[src/rtl/core/assert_macros.svh]
// Assertion macros shared by the decoder RTL.
// No dependencies; define NO_ASSERTIONS to compile the checks away.
`ifndef ASSERT_MACROS_SVH
`define ASSERT_MACROS_SVH
`ifndef NO_ASSERTIONS
// Implication within the same clock edge
`define HSD_ASSERT_IMP(lbl, clk, rst, ante, cons) \
  lbl: assert property (@(posedge clk) disable iff (rst) (ante) |-> (cons)) \
    else $error("hsd assertion failed");
// Implication checked at the next clock edge
`define HSD_ASSERT_NXT(lbl, clk, rst, ante, cons) \
  lbl: assert property (@(posedge clk) disable iff (rst) (ante) |=> (cons)) \
    else $error("hsd assertion failed");
`else
`define HSD_ASSERT_IMP(lbl, clk, rst, ante, cons)
`define HSD_ASSERT_NXT(lbl, clk, rst, ante, cons)
`endif
`endif

[src/rtl/core/hsd_pkg.sv]
// Shared constants, types and bit-position functions of the SECDED block decoder.
// No dependencies.
package hsd_pkg;

  localparam int BlockBytes = 16;
  localparam int DataMax    = BlockBytes - 1;
  localparam int FirstSkip  = 4;
  localparam int SynW       = 7;
  localparam int CountW     = $clog2(BlockBytes);
  localparam int ByteW      = 8;
  localparam int LocW       = SynW;

  typedef enum logic [1:0] {
    STATUS_OK     = 2'd0,
    STATUS_DOUBLE = 2'd1,
    STATUS_TRUNC  = 2'd2
  } status_t;

  // Command from the block control to the emitter
  typedef struct packed {
    logic              start;
    status_t           status;
    logic [CountW-1:0] n;
    logic              fix_en;
    logic [CountW-1:0] fix_idx;
    logic [ByteW-1:0]  fix_mask;
    logic              msg_end;
  } emit_cmd_t;

  // Hamming position of data bit j: start at 3, skip the powers of two
  function automatic logic [SynW-1:0] bit_pos(input logic [SynW-1:0] j);
    logic [SynW:0] p;
    p = {1'b0, j} + (SynW+1)'(3);
    for (int s = $clog2(FirstSkip); s < SynW; s++) begin
      if (p >= ((SynW+1)'(1) << s)) p = p + (SynW+1)'(1);
    end
    return p[SynW-1:0];
  endfunction

  // Index of the highest set bit
  function automatic logic [$clog2(SynW)-1:0] floor_log2(input logic [SynW-1:0] v);
    logic [$clog2(SynW)-1:0] r;
    r = '0;
    for (int i = 1; i < SynW; i++) begin
      if (v[i]) r = ($clog2(SynW))'(i);
    end
    return r;
  endfunction

endpackage

[src/rtl/core/hsd_if.sv]
// Valid/ready stream interfaces for the coded input and the decoded output.
// Depends on hsd_pkg.
interface hsd_in_if;
  logic                    valid;
  logic                    ready;
  logic [hsd_pkg::ByteW-1:0] code_byte;
  logic                    message_end;

  modport source (output valid, code_byte, message_end, input ready);
  modport sink   (input valid, code_byte, message_end, output ready);
endinterface

interface hsd_out_if;
  logic                      valid;
  logic                      ready;
  logic [hsd_pkg::ByteW-1:0] data_byte;
  hsd_pkg::status_t          status;
  logic                      run_last;
  logic                      message_last;

  modport source (output valid, data_byte, status, run_last, message_last, input ready);
  modport sink   (input valid, data_byte, status, run_last, message_last, output ready);
endinterface

[src/rtl/core/hsd_ram.sv]
// Generic single-write, single-read RAM with registered read data.
// No dependencies.
module hsd_ram #(
  parameter int Width = 8,
  parameter int Depth = 16
) (
  input  logic                     clk,
  input  logic                     wr_en,
  input  logic [$clog2(Depth)-1:0] wr_addr,
  input  logic [Width-1:0]         wr_data,
  input  logic                     rd_en,
  input  logic [$clog2(Depth)-1:0] rd_addr,
  output logic [Width-1:0]         rd_data
);

  logic [Width-1:0] mem [Depth];

  // Write and registered read; read data holds while idle
  always_ff @(posedge clk) begin
    if (wr_en) mem[wr_addr] <= wr_data;
    if (rd_en) rd_data <= mem[rd_addr];
  end

endmodule

[src/rtl/core/hsd_ctrl.sv]
// Block control: stores data bytes, folds syndrome and parity, judges the check byte.
// Depends on hsd_pkg, hsd_if and assert_macros.svh.
`include "assert_macros.svh"
module hsd_ctrl (
  input  logic                          clk,
  input  logic                          rst,
  hsd_in_if.sink                        coded,
  input  logic                          emit_idle,
  output hsd_pkg::emit_cmd_t            cmd,
  output logic                          wr_en,
  output logic [hsd_pkg::CountW-1:0]    wr_addr,
  output logic [hsd_pkg::ByteW-1:0]     wr_data
);

  logic [hsd_pkg::CountW-1:0] byte_count;
  logic [hsd_pkg::SynW-1:0]   syndrome_acc;
  logic                       data_parity;
  logic                       dropping;

  logic                       accept;
  logic                       is_data;
  logic [hsd_pkg::SynW-1:0]   contrib;
  logic [hsd_pkg::SynW-1:0]   syn;
  logic                       par;
  logic                       fix;
  logic [hsd_pkg::LocW-1:0]   loc;

  assign coded.ready = emit_idle;
  assign accept      = coded.valid && coded.ready;
  assign is_data     = !dropping && !coded.message_end &&
                       (byte_count < hsd_pkg::CountW'(hsd_pkg::DataMax));

  // Fold the syndrome contribution of the incoming byte
  always_comb begin
    contrib = '0;
    for (int k = 0; k < hsd_pkg::ByteW; k++) begin
      if (coded.code_byte[k])
        contrib = contrib ^ hsd_pkg::bit_pos({byte_count, 3'(k)});
    end
  end

  // Apply the check byte and locate a single data-bit error
  always_comb begin
    syn = syndrome_acc ^ coded.code_byte[hsd_pkg::SynW-1:0];
    par = data_parity ^ (^coded.code_byte);
    fix = (syn != '0) && ((syn & (syn - hsd_pkg::SynW'(1))) != '0);
    loc = syn - hsd_pkg::LocW'(hsd_pkg::floor_log2(syn)) - hsd_pkg::LocW'(2);
  end

  // Command for the emitter
  always_comb begin
    cmd.start    = accept && !is_data && !dropping;
    cmd.n        = byte_count;
    cmd.msg_end  = coded.message_end;
    cmd.fix_idx  = loc[hsd_pkg::LocW-1:3];
    cmd.fix_en   = fix && (loc[hsd_pkg::LocW-1:3] < byte_count);
    cmd.fix_mask = hsd_pkg::ByteW'(1) << loc[2:0];
    if (byte_count == '0)
      cmd.status = hsd_pkg::STATUS_TRUNC;
    else if ((syn != '0) && !par)
      cmd.status = hsd_pkg::STATUS_DOUBLE;
    else
      cmd.status = hsd_pkg::STATUS_OK;
  end

  assign wr_en   = accept && is_data;
  assign wr_addr = byte_count;
  assign wr_data = coded.code_byte;

  // Hold block state; clear at block end, drop the rest after a double error
  always_ff @(posedge clk) begin
    if (rst) begin
      byte_count   <= '0;
      syndrome_acc <= '0;
      data_parity  <= 1'b0;
      dropping     <= 1'b0;
    end else if (accept) begin
      if (dropping) begin
        if (coded.message_end) begin
          dropping     <= 1'b0;
          byte_count   <= '0;
          syndrome_acc <= '0;
          data_parity  <= 1'b0;
        end
      end else if (is_data) begin
        byte_count   <= byte_count + hsd_pkg::CountW'(1);
        syndrome_acc <= syndrome_acc ^ contrib;
        data_parity  <= data_parity ^ (^coded.code_byte);
      end else begin
        byte_count   <= '0;
        syndrome_acc <= '0;
        data_parity  <= 1'b0;
        if ((cmd.status == hsd_pkg::STATUS_DOUBLE) && !coded.message_end)
          dropping <= 1'b1;
      end
    end
  end

  `HSD_ASSERT_IMP(a_wr_in_range, clk, rst, wr_en, byte_count < hsd_pkg::CountW'(hsd_pkg::DataMax))
  `HSD_ASSERT_NXT(a_drop_after_double, clk, rst, cmd.start && (cmd.status == hsd_pkg::STATUS_DOUBLE) && !coded.message_end, dropping && (byte_count == '0))

endmodule

[src/rtl/core/hsd_emit.sv]
// Emitter: reads the block buffer, applies the correction and drives the output register.
// Depends on hsd_pkg, hsd_if and assert_macros.svh.
`include "assert_macros.svh"
module hsd_emit (
  input  logic                       clk,
  input  logic                       rst,
  input  hsd_pkg::emit_cmd_t         cmd,
  output logic                       idle,
  output logic                       rd_en,
  output logic [hsd_pkg::CountW-1:0] rd_addr,
  input  logic [hsd_pkg::ByteW-1:0]  rd_data,
  hsd_out_if.source                  decoded
);

  typedef enum logic {S_IDLE, S_RUN} state_t;

  state_t                     state;
  logic [hsd_pkg::CountW-1:0] emit_n;
  logic [hsd_pkg::CountW-1:0] rd_idx;
  logic [hsd_pkg::CountW-1:0] pend_idx;
  logic                       rd_pending;
  logic                       fix_en;
  logic [hsd_pkg::CountW-1:0] fix_idx;
  logic [hsd_pkg::ByteW-1:0]  fix_mask;
  logic                       msg_end;

  logic                       out_valid;
  logic [hsd_pkg::ByteW-1:0]  out_data;
  hsd_pkg::status_t           out_status;
  logic                       out_run_last;
  logic                       out_msg_last;

  logic                       out_free;
  logic                       load;
  logic                       err_load;
  logic                       issue_done;
  logic                       out_err;
  logic                       err_shape_ok;

  assign decoded.valid        = out_valid;
  assign decoded.data_byte    = out_data;
  assign decoded.status       = out_status;
  assign decoded.run_last     = out_run_last;
  assign decoded.message_last = out_msg_last;

  // The output register frees when empty or when its transfer completes
  assign out_free   = !out_valid || decoded.ready;
  assign load       = rd_pending && out_free;
  assign err_load   = cmd.start && (cmd.status != hsd_pkg::STATUS_OK);
  assign issue_done = (rd_idx == emit_n);
  assign rd_en      = (state == S_RUN) && !issue_done && (!rd_pending || load);
  assign rd_addr    = rd_idx;
  assign idle       = (state == S_IDLE) && out_free;

  // Sequence the run and hold the output register
  always_ff @(posedge clk) begin
    if (rst) begin
      state      <= S_IDLE;
      rd_pending <= 1'b0;
      out_valid  <= 1'b0;
    end else begin
      case (state)
        S_IDLE: begin
          if (cmd.start && (cmd.status == hsd_pkg::STATUS_OK)) begin
            state    <= S_RUN;
            emit_n   <= cmd.n;
            rd_idx   <= '0;
            fix_en   <= cmd.fix_en;
            fix_idx  <= cmd.fix_idx;
            fix_mask <= cmd.fix_mask;
            msg_end  <= cmd.msg_end;
          end
        end
        S_RUN: begin
          if (rd_en) rd_idx <= rd_idx + hsd_pkg::CountW'(1);
          if (issue_done && (!rd_pending || load)) state <= S_IDLE;
        end
        default: state <= S_IDLE;
      endcase

      // Track the read in flight
      if (rd_en) begin
        rd_pending <= 1'b1;
        pend_idx   <= rd_idx;
      end else if (load) begin
        rd_pending <= 1'b0;
      end

      // Load corrected read data or an error result, else free on transfer
      if (load) begin
        out_valid    <= 1'b1;
        out_data     <= rd_data ^ ((fix_en && (pend_idx == fix_idx)) ? fix_mask : '0);
        out_status   <= hsd_pkg::STATUS_OK;
        out_run_last <= (pend_idx == emit_n - hsd_pkg::CountW'(1));
        out_msg_last <= msg_end;
      end else if (err_load) begin
        out_valid    <= 1'b1;
        out_data     <= '0;
        out_status   <= cmd.status;
        out_run_last <= 1'b1;
        out_msg_last <= 1'b1;
      end else if (out_valid && decoded.ready) begin
        out_valid <= 1'b0;
      end
    end
  end

  assign out_err      = out_valid && (out_status != hsd_pkg::STATUS_OK);
  assign err_shape_ok = (out_data == '0) && out_run_last && out_msg_last;

  `HSD_ASSERT_IMP(a_read_in_run, clk, rst, rd_en, rd_idx < emit_n)
  `HSD_ASSERT_IMP(a_last_drains, clk, rst, out_valid && out_run_last, !rd_pending)
  `HSD_ASSERT_IMP(a_error_shape, clk, rst, out_err, err_shape_ok)

endmodule

[src/rtl/core/hamming_secded_block_decoder.sv]
// Top level of the SECDED (128,120) block decoder.
// Depends on hsd_pkg, hsd_if, hsd_ram, hsd_ctrl and hsd_emit.
//
// Usage:
//   coded   - input stream of bytes; a block is up to 15 data bytes and one
//             check byte, message_end marks the final byte of a message.
//   decoded - output stream of corrected data bytes with status, run_last
//             (last byte of a block run) and message_last.
// Data bytes are taken one per cycle while the emitter is idle and stored in a
// 15-entry RAM while the syndrome and parity fold in. On the check byte the block
// is judged: an error result (double error or lone check byte) is loaded into the
// output register in the next cycle; a good block is read back from the RAM
// through its registered read port into the output register, and its bytes
// follow at one byte per cycle while decoded does not stall. Read-out is set by
// the single RAM read port; input is held off while the block is read out.
// A stall on decoded freezes the read-out; the output register holds its
// byte until the transfer completes.
// Reset clears the block state and the drop flag; the buffer RAM is not
// cleared, as only entries written in the current block are ever read.
module hamming_secded_block_decoder (
  input  logic      clk,
  input  logic      rst,
  hsd_in_if.sink    coded,
  hsd_out_if.source decoded
);

  hsd_pkg::emit_cmd_t         cmd;
  logic                       emit_idle;
  logic                       wr_en;
  logic [hsd_pkg::CountW-1:0] wr_addr;
  logic [hsd_pkg::ByteW-1:0]  wr_data;
  logic                       rd_en;
  logic [hsd_pkg::CountW-1:0] rd_addr;
  logic [hsd_pkg::ByteW-1:0]  rd_data;

  hsd_ctrl u_ctrl (
    .clk       (clk),
    .rst       (rst),
    .coded     (coded),
    .emit_idle (emit_idle),
    .cmd       (cmd),
    .wr_en     (wr_en),
    .wr_addr   (wr_addr),
    .wr_data   (wr_data)
  );

  hsd_ram #(
    .Width (hsd_pkg::ByteW),
    .Depth (hsd_pkg::DataMax)
  ) u_buffer (
    .clk     (clk),
    .wr_en   (wr_en),
    .wr_addr (wr_addr),
    .wr_data (wr_data),
    .rd_en   (rd_en),
    .rd_addr (rd_addr),
    .rd_data (rd_data)
  );

  hsd_emit u_emit (
    .clk     (clk),
    .rst     (rst),
    .cmd     (cmd),
    .idle    (emit_idle),
    .rd_en   (rd_en),
    .rd_addr (rd_addr),
    .rd_data (rd_data),
    .decoded (decoded)
  );

endmodule

[src/flat_wrapper.sv]
// flat-port wrapper written by rule: the top's interface ports become plain ports
module hamming_secded_block_decoder_flat 
  (clk, rst, coded_valid, coded_code_byte, coded_message_end, coded_ready, decoded_valid, decoded_data_byte, decoded_status, decoded_run_last, decoded_message_last, decoded_ready);
  hsd_in_if coded_i ();
  hsd_out_if decoded_i ();
  input  logic clk;
  input  logic rst;
  input wire logic [$bits(coded_i.valid)-1:0] coded_valid;
  input wire logic [$bits(coded_i.code_byte)-1:0] coded_code_byte;
  input wire logic [$bits(coded_i.message_end)-1:0] coded_message_end;
  output wire logic [$bits(coded_i.ready)-1:0] coded_ready;
  output wire logic [$bits(decoded_i.valid)-1:0] decoded_valid;
  output wire logic [$bits(decoded_i.data_byte)-1:0] decoded_data_byte;
  output wire logic [$bits(decoded_i.status)-1:0] decoded_status;
  output wire logic [$bits(decoded_i.run_last)-1:0] decoded_run_last;
  output wire logic [$bits(decoded_i.message_last)-1:0] decoded_message_last;
  input wire logic [$bits(decoded_i.ready)-1:0] decoded_ready;
  assign coded_i.valid = coded_valid;
  assign coded_i.code_byte = coded_code_byte;
  assign coded_i.message_end = coded_message_end;
  assign coded_ready = coded_i.ready;
  assign decoded_valid = decoded_i.valid;
  assign decoded_data_byte = decoded_i.data_byte;
  assign decoded_status = decoded_i.status;
  assign decoded_run_last = decoded_i.run_last;
  assign decoded_message_last = decoded_i.message_last;
  assign decoded_i.ready = decoded_ready;
  hamming_secded_block_decoder u_core (.clk(clk), .rst(rst), .coded(coded_i), .decoded(decoded_i));
endmodule
[config.mk]
export PLATFORM = sky130hd
export DESIGN_NAME = hamming_secded_block_decoder_flat
export DESIGN_NICKNAME = d
export VERILOG_FILES = /design/src/rtl/core/hsd_pkg.sv /design/src/rtl/core/hsd_if.sv /design/src/rtl/core/hsd_ram.sv /design/src/rtl/core/hsd_ctrl.sv /design/src/rtl/core/hsd_emit.sv /design/src/rtl/core/hamming_secded_block_decoder.sv /design/src/flat_wrapper.sv
export VERILOG_INCLUDE_DIRS = /design/src /design/src/rtl/core
export SDC_FILE = /design/constraint.sdc
export NUM_CORES = 1
export LEC_CHECK = 0
export ABC_AREA = 1
export BUFFER_PORTS_ARGS = -buffer_cell sky130_fd_sc_hd__buf_2
export CORE_ASPECT_RATIO = 1.1
export CORE_UTILIZATION = 50
export DETAILED_ROUTE_END_ITERATION = 10
export PLACE_DENSITY = 0.73
export SYNTH_ARGS = -nofsm -noshare
export SYNTH_HDL_FRONTEND = slang
export SYNTH_SLANG_ARGS = --single-unit
[constraint.sdc]
create_clock -name clk -period 11.25 [get_ports clk]
set_input_delay 1.6875 -clock clk [delete_from_list [all_inputs] [get_ports clk]]
set_output_delay 1.6875 -clock clk [all_outputs]
set_load 0.02 [all_outputs]
* Word level (Yosys, flattened, before mapping)
Memory sizes are Yosys's and may differ from the RTL's. A register that Yosys moved wholly into a read port is not among the register bits.
Cells that the tools add are included.
** Cells by class
- Shift operators :: 1
- Muxes and demuxes :: 128
- Magnitude comparators :: 42
- Add/subtract/negate cells :: 54
- Bitwise operators :: 14
- Equality and inequality tests :: 7
- Reductions and logical operators :: 42
** Operators with widths (count)
- 8-bit two-way mux :: 67
- 8-bit by 1-bit adder with 8-bit output (second input constant) :: 32
- 7-bit two-way mux :: 26
- 7-bit by 2-bit adder with 8-bit output (second input constant) :: 8
- 8-bit by 3-bit >= comparator with 1-bit output (second input constant) :: 8
- 8-bit by 4-bit >= comparator with 1-bit output (second input constant) :: 8
- 8-bit by 5-bit >= comparator with 1-bit output (second input constant) :: 8
- 8-bit by 6-bit >= comparator with 1-bit output (second input constant) :: 8
- 8-bit by 7-bit >= comparator with 1-bit output (second input constant) :: 8
- 7-bit XOR :: 9
- 7-bit by 1-bit adder with 7-bit output (second input constant) :: 8
- 1-bit two-way mux :: 21
- 4-bit two-way mux :: 5
- 1-bit logical AND :: 19
- 3-bit two-way mux :: 5
- 7-bit nonzero test :: 2
- 4-bit equality test :: 3
- 4-bit by 1-bit adder with 4-bit output (second input constant) :: 2
- 4-bit case mux with 2 select lines :: 1
- 8-bit XOR reduction :: 1
- 1-bit by 3-bit left shift with 8-bit output (first input constant) :: 1
- 8-bit XOR :: 1
- 7-bit AND :: 1
- 1-bit zero test :: 7
- other kinds (20) :: 29
** Storage, ports and cells
- Word-level logic and storage cells :: 307
- Output and inout port bits :: 14
- Memory bits (writable) :: 120
- Flip-flop bits (word level) :: 54
- Memories kept :: 1
** Memory list
- u_core.u_buffer.mem :: depth 15, bits a word 8, read ports 1, clocked after memory_dff 1, wr ports 1, line hsd_ram.sv:16 : logic [Width-1:0] mem [Depth];

* Depth between registers and ports, before layout
- Word-level depth :: 33
- Depth in mapped cells :: 36

* Modules after synthesis
Synthesis repeated with hierarchy kept, for this count alone.
** Unflattened totals
- Cell total of the unflattened synthesis :: 1406
- Area, all modules :: 11723.7 µm²
** Modules (own cells, without submodules)
- hsd_ram :: cells each 511, times used 1, area an instance 5436.5 µm²
- hsd_ctrl :: cells each 714, times used 1, area an instance 4404.2 µm²
- hsd_emit :: cells each 181, times used 1, area an instance 1883.1 µm²

* Worst setup path after synthesis
No wires, ideal clock.
- Path type :: input port to flip-flop
- Start point :: input coded_code_byte[4]
- End point :: register u_core.u_emit.fix_en (data pin)
- Data required time :: 10.994 ns
- Cell stages on the path :: 17
- Arrival :: 4.349 ns
- Slack :: 6.645 ns
- Path through :: clkbuf_1 > xnor2_1 > nand2_1 > nor2_1 > inv_1 > ha_1 > inv_1 > ha_1 > nand2_1 > nor2_1 > a211oi_1 > nand3_1 > xor2_1 > ha_1 > nand2_1 > o211ai_1 > inv_1
** RTL lines
- from (decl) :: line flat_wrapper.sv:9 : input wire logic [$bits(coded_i.code_byte)-1:0] coded_code_byte;
- to (signal assigned) :: line hsd_emit.sv:68 : fix_en <= cmd.fix_en;
- to (decl) :: line hsd_emit.sv:22 : logic fix_en;

* Final worst setup path
- Start point :: register u_core.u_ctrl.byte_count, in the netlist u_core.u_ctrl.wr_addr[1]
- End point :: register u_core.u_ctrl.syndrome_acc[4] (netlist bit)
** Between the ends
- Longest elaborated chain between the ends :: 33
** Ends and longest elaborated chain
- from (decl) :: line hsd_ctrl.sv:15 : logic [hsd_pkg::CountW-1:0] byte_count;
- from (signal assigned) :: line hsd_ctrl.sv:86 : byte_count <= byte_count + hsd_pkg::CountW'(1);
- 7-bit by 2-bit adder with 8-bit output :: line hsd_pkg.sv:33 : p = {1'b0, j} + (SynW+1)'(3);
- 8-bit by 1-bit adder with 8-bit output or 8-bit by 3-bit >= comparator with 1-bit output (tied branches) :: line hsd_pkg.sv:35 : if (p >= ((SynW+1)'(1) << s)) p = p + (SynW+1)'(1);
- 8-bit two-way mux :: line hsd_pkg.sv:35
- 8-bit two-way mux :: line hsd_ctrl.sv:37 : if (coded.code_byte[k])
- 8-bit by 1-bit adder with 8-bit output or 8-bit by 4-bit >= comparator with 1-bit output (tied branches) :: line hsd_pkg.sv:35
- 8-bit two-way mux :: line hsd_pkg.sv:35
- 8-bit two-way mux :: line hsd_ctrl.sv:37
- 8-bit by 1-bit adder with 8-bit output or 8-bit by 5-bit >= comparator with 1-bit output (tied branches) :: line hsd_pkg.sv:35
- (+17 left out)
- 7-bit two-way mux :: line hsd_ctrl.sv:37
- 7-bit XOR :: line hsd_ctrl.sv:38 : contrib = contrib ^ hsd_pkg::bit_pos({byte_count, 3'(k)});
- 7-bit two-way mux :: line hsd_ctrl.sv:37
- 7-bit XOR :: line hsd_ctrl.sv:38
- 7-bit two-way mux :: line hsd_ctrl.sv:37
- 7-bit XOR :: line hsd_ctrl.sv:87 : syndrome_acc <= syndrome_acc ^ contrib;
- 7-bit two-way mux * :: line hsd_ctrl.sv:85 : end else if (is_data) begin
- 7-bit two-way mux * :: line hsd_ctrl.sv:78 : if (dropping) begin
- to (signal assigned) :: line hsd_ctrl.sv:87
- to (decl) :: line hsd_ctrl.sv:16 : logic [hsd_pkg::SynW-1:0] syndrome_acc;
Every way passes the cells marked *; elsewhere a longest branch is shown, timed or not. The select of a mux whose other input is x is not followed.
A chain may end at the register's enable or synchronous reset.

==> impl_metrics.env <==
export IMPL_gp_congestion=0.894
export IMPL_antenna_found_initial=0
export IMPL_r2r_cells=28
export IMPL_rsz0062_at_grt="false"
export IMPL_crit_top_cell="nand2_1"
export IMPL_holdPathStages=2
export IMPL_dieWidth_um=143
export IMPL_htreeDepth=4
export IMPL_power_frac_clock_pct=36.9
export IMPL_initial_core_util_pct=51.2
export IMPL_power_frac_seq_pct=46.4
export IMPL_place_ws_ns=6.25
export IMPL_holdWs_ns=0.519
export IMPL_grtUsageTotal_pct=23.1
export IMPL_post_route_min_period_ns=4.93
export IMPL_cts_tree="done"
export IMPL_num_antenna_cells=0
export IMPL_ctsHoldBuffers=0
export IMPL_clkLatencyLatePin_ns=0.44
export IMPL_yosysTopAreaCell="edfxtp_1"
export IMPL_root_buffer="clkbuf_16"
export IMPL_swShare_pct=29.7
export IMPL_async_flop_share_pct=0
export IMPL_crit_path_max_fanout=17
export IMPL_fin_nets=1336
export IMPL_max_stage_delay_ns=0.76
export IMPL_cts_setup_buffers=0
export IMPL_min_from="u_core.u_ctrl.syndrome_acc[2]"
export IMPL_crit_slowest_cell="dfxtp_1"
export IMPL_drt_pass1_iterations=5
export IMPL_timing_setup_tns_ns=0
export IMPL_startpoint_type="flop"
export IMPL_fmax_ghz=0.203
export IMPL_relSlewSlack_pct=27.9
export IMPL_grt_pass1_wl_um=39800
export IMPL_synth_area_leaders="edfxtp_1, nand2_1, ha_1, inv_1, nor2_1"
export IMPL_area_growth_synth_to_final_pct=9.33
export IMPL_r2r_slack_ns=6.32
export IMPL_setup_ws_ns=6.32
export IMPL_p_leak_nw=4.95
export IMPL_clk_path_buf_depth=2
export IMPL_clkTransAtPathRegs_ns=0.08
export IMPL_chipHeight_um=157
export IMPL_cp_num_cells=28
export IMPL_critical_path_required_ns=11.63
export IMPL_worstSetupStartpoint="u_core.u_ctrl.wr_addr[1]"
export IMPL_crit_family="simple AND/OR/NAND/NOR gates"
export IMPL_cts_sinks=182
export IMPL_arrival_ns=5.31
export IMPL_io_pins=27
export IMPL_comb_power_share_pct=16.7
export IMPL_synth_top_flop_cell="edfxtp_1"
export IMPL_ys_warn_count=0
export IMPL_crit_buf_inv=6
export IMPL_r2r_end="u_core.u_ctrl.syndrome_acc[4]"
export IMPL_synth_avg_cell_area_um2=8.76
export IMPL_yosys_cell_types_count=54
export IMPL_drive_gt1_share_pct=10.3
export IMPL_netlist_area_leader_share_pct=45.4
export IMPL_std_cell_rows=56
export IMPL_ys_seq_area_share_pct=48.3
export IMPL_powerDensity_nw_per_um2=136
export IMPL_place_hpwl_um=17900
export IMPL_synthCells=1254
export IMPL_finClkSkew_ns=0.0114
export IMPL_reg2reg_from="u_core.u_ctrl.wr_addr[1]"
export IMPL_ant_nets=0
export IMPL_hold_viol_final=0
export IMPL_numCtsBuffers=17
export IMPL_fin_util_pct=56.0
export IMPL_coreArea_um2=21400
export IMPL_synth_edff_count=166
export IMPL_tightest_slew_ns=1.08
export IMPL_fin_crit_sh_pct=43.8
export IMPL_p_sw_mw=0.485
export IMPL_grt_max_degree=63
export IMPL_overflow=0
export IMPL_crit_path_end_kind="flop"
export IMPL_crit_type="flop to flop"
export IMPL_drt_total_wl_um=25300
export IMPL_wl_per_cell_um=16.1
export IMPL_post_cts_resized=0
export IMPL_n_fill_cell=1906
export IMPL_numPortBuffers=26
export IMPL_drc_errors=0
export IMPL_die_area_um2=22600
export IMPL_synth_area_um2=11000
export IMPL_viasPerCell=5.46
export IMPL_vias=8608
export IMPL_max_cap_viol_count=0
export IMPL_grt_pass1_vias=7908
export IMPL_slew_viol_final=0
export IMPL_setup_viol=0
export IMPL_internal_power_mw=1.15
export IMPL_drtIter0Drc=724
export IMPL_endpoint="u_core.u_ctrl.syndrome_acc[4]"
export IMPL_ir_worst_vdd_v=0.000112
export IMPL_min_path_type="flop to flop"
export IMPL_synth_seq_cells=182
export IMPL_outcome="completed"
-- area by class of cell --
type	instances	area [µm²]	area share, %
sequential	182	5310	44.2
inverter	158	597	4.97
tap	290	363	3.02
clock inverter	15	201	1.68
clock buffer	17	425	3.54
timing repair buffer	35	198	1.65
multi-input combinational	880	4920	41.0
-- registers in the layout (all words and copies together), names as in the netlist, 7 cells and up --
name                             count
u_core.u_emit.fix_mask               8
u_core.u_emit.decoded.data_byte      8
u_core.u_ctrl.syndrome_acc           7
u_core.u_buffer.rd_data              8
u_core.u_buffer.mem                120
-- worst min path at each step --
stage,endpoint,slack (ns)
floorplan,u_core.u_emit.pend_idx[3],0.42
global placement,u_core.u_ctrl.syndrome_acc[2],0.51
detailed placement,u_core.u_ctrl.syndrome_acc[2],0.51
CTS,u_core.u_ctrl.syndrome_acc[2],0.52
global route,u_core.u_ctrl.syndrome_acc[2],0.55
finish,u_core.u_ctrl.syndrome_acc[2],0.52
-- layout by cell type, fill, tap and decap left out, types with 4 or more instances in the layout --
cell	synthesis	final
nand2_1	268	268
edfxtp_1	166	166
inv_1	138	138
nor2_1	127	127
nand3_1	83	83
o21ai_0	80	80
a21oi_1	54	54
ha_1	46	46
xor2_1	34	34
xnor2_1	27	27
buf_2	4	26
nor3_1	20	20
nand4_1	18	18
o221ai_1	17	17
clkbuf_16	0	17
dfxtp_1	16	16
inv_2	15	15
o22ai_1	12	12
nand2_2	10	10
buf_4	2	9
nand2_4	8	8
nand3_2	8	8
o211ai_1	8	8
o21ai_1	8	8
clkinv_8	0	7
nor2_2	6	6
conb_1	2	6
or2_2	5	5
or2_1	4	4
inv_6	0	4
-- metrics by stage --
stage | total power [mW] | cells | cell area (µm²)
4_1_cts | 1.64 | 1577 | 12000
2_1_floorplan | 0.980 | 1258 | 11000
3_3_place_gp | 1.04 | 1545 | 11400
6_report | 1.64 | 1577 | 12000
3_5_place_dp | 1.05 | 1545 | 11400
5_1_grt | 1.70 | 1577 | 12000
-- logic make-up (layout without fill, tap and decap cells) --
kind of cell	count (synthesis)	in the layout	synth area share, %
DFF	182	182	48.3
other	2	6	0.0684
and+or+nand+nor	574	574	23.9
xor gates and xnor gates	62	62	5.01
AOI/OAI and AO/OA	189	189	9.83
adders and majority gates	49	49	5.79
buffers and inverters	196	225	7.05
-- tightest hold or removal path: cells and delay by family, from the launching register on --
| kind | cells | cell delay, ns |
|---|---|---|
| flip-flops | 1 | 0.35 |
| AND/OR/NAND/NOR | 1 | 0.07 |
| AO/OA/AOI/OAI | 1 | 0.06 |
-- synthesized netlist by cell type (4+ instances only) --
cell,number
dfxtp_1,16
o221ai_1,17
inv_2,15
or2_1,4
inv_1,138
nand2_1,268
clkbuf_1,27
or2_2,5
nor3_1,20
nand2_4,8
nand3_1,83
xor2_1,34
nand3_2,8
nor2_2,6
nand4_1,18
o21ai_0,80
a21oi_1,54
buf_2,4
o21ai_1,8
ha_1,46
o211ai_1,8
nand2_2,10
o22ai_1,12
edfxtp_1,166
xnor2_1,27
nor2_1,127
-- power by group through the flow --
stage | Sequential (mW) | Combinational [mW] | Clock, mW
finish | 0.758 | 0.274 | 0.603
global route | 0.759 | 0.313 | 0.631
floorplan | 0.776 | 0.205 | 0
CTS | 0.758 | 0.273 | 0.607
global placement | 0.774 | 0.267 | 0
detailed placement | 0.774 | 0.272 | 0
-- metal layers --
layer	routed length (µm)	vias up	GRT usage, %
li1	-	4255	-
met1	10900	4010	28.9
met2	12400	290	39.9
met3	1320	53	3.62
met4	764	0	9.12
met5	0	-	0
No activity file was read; power rests on OpenSTA's default activity.
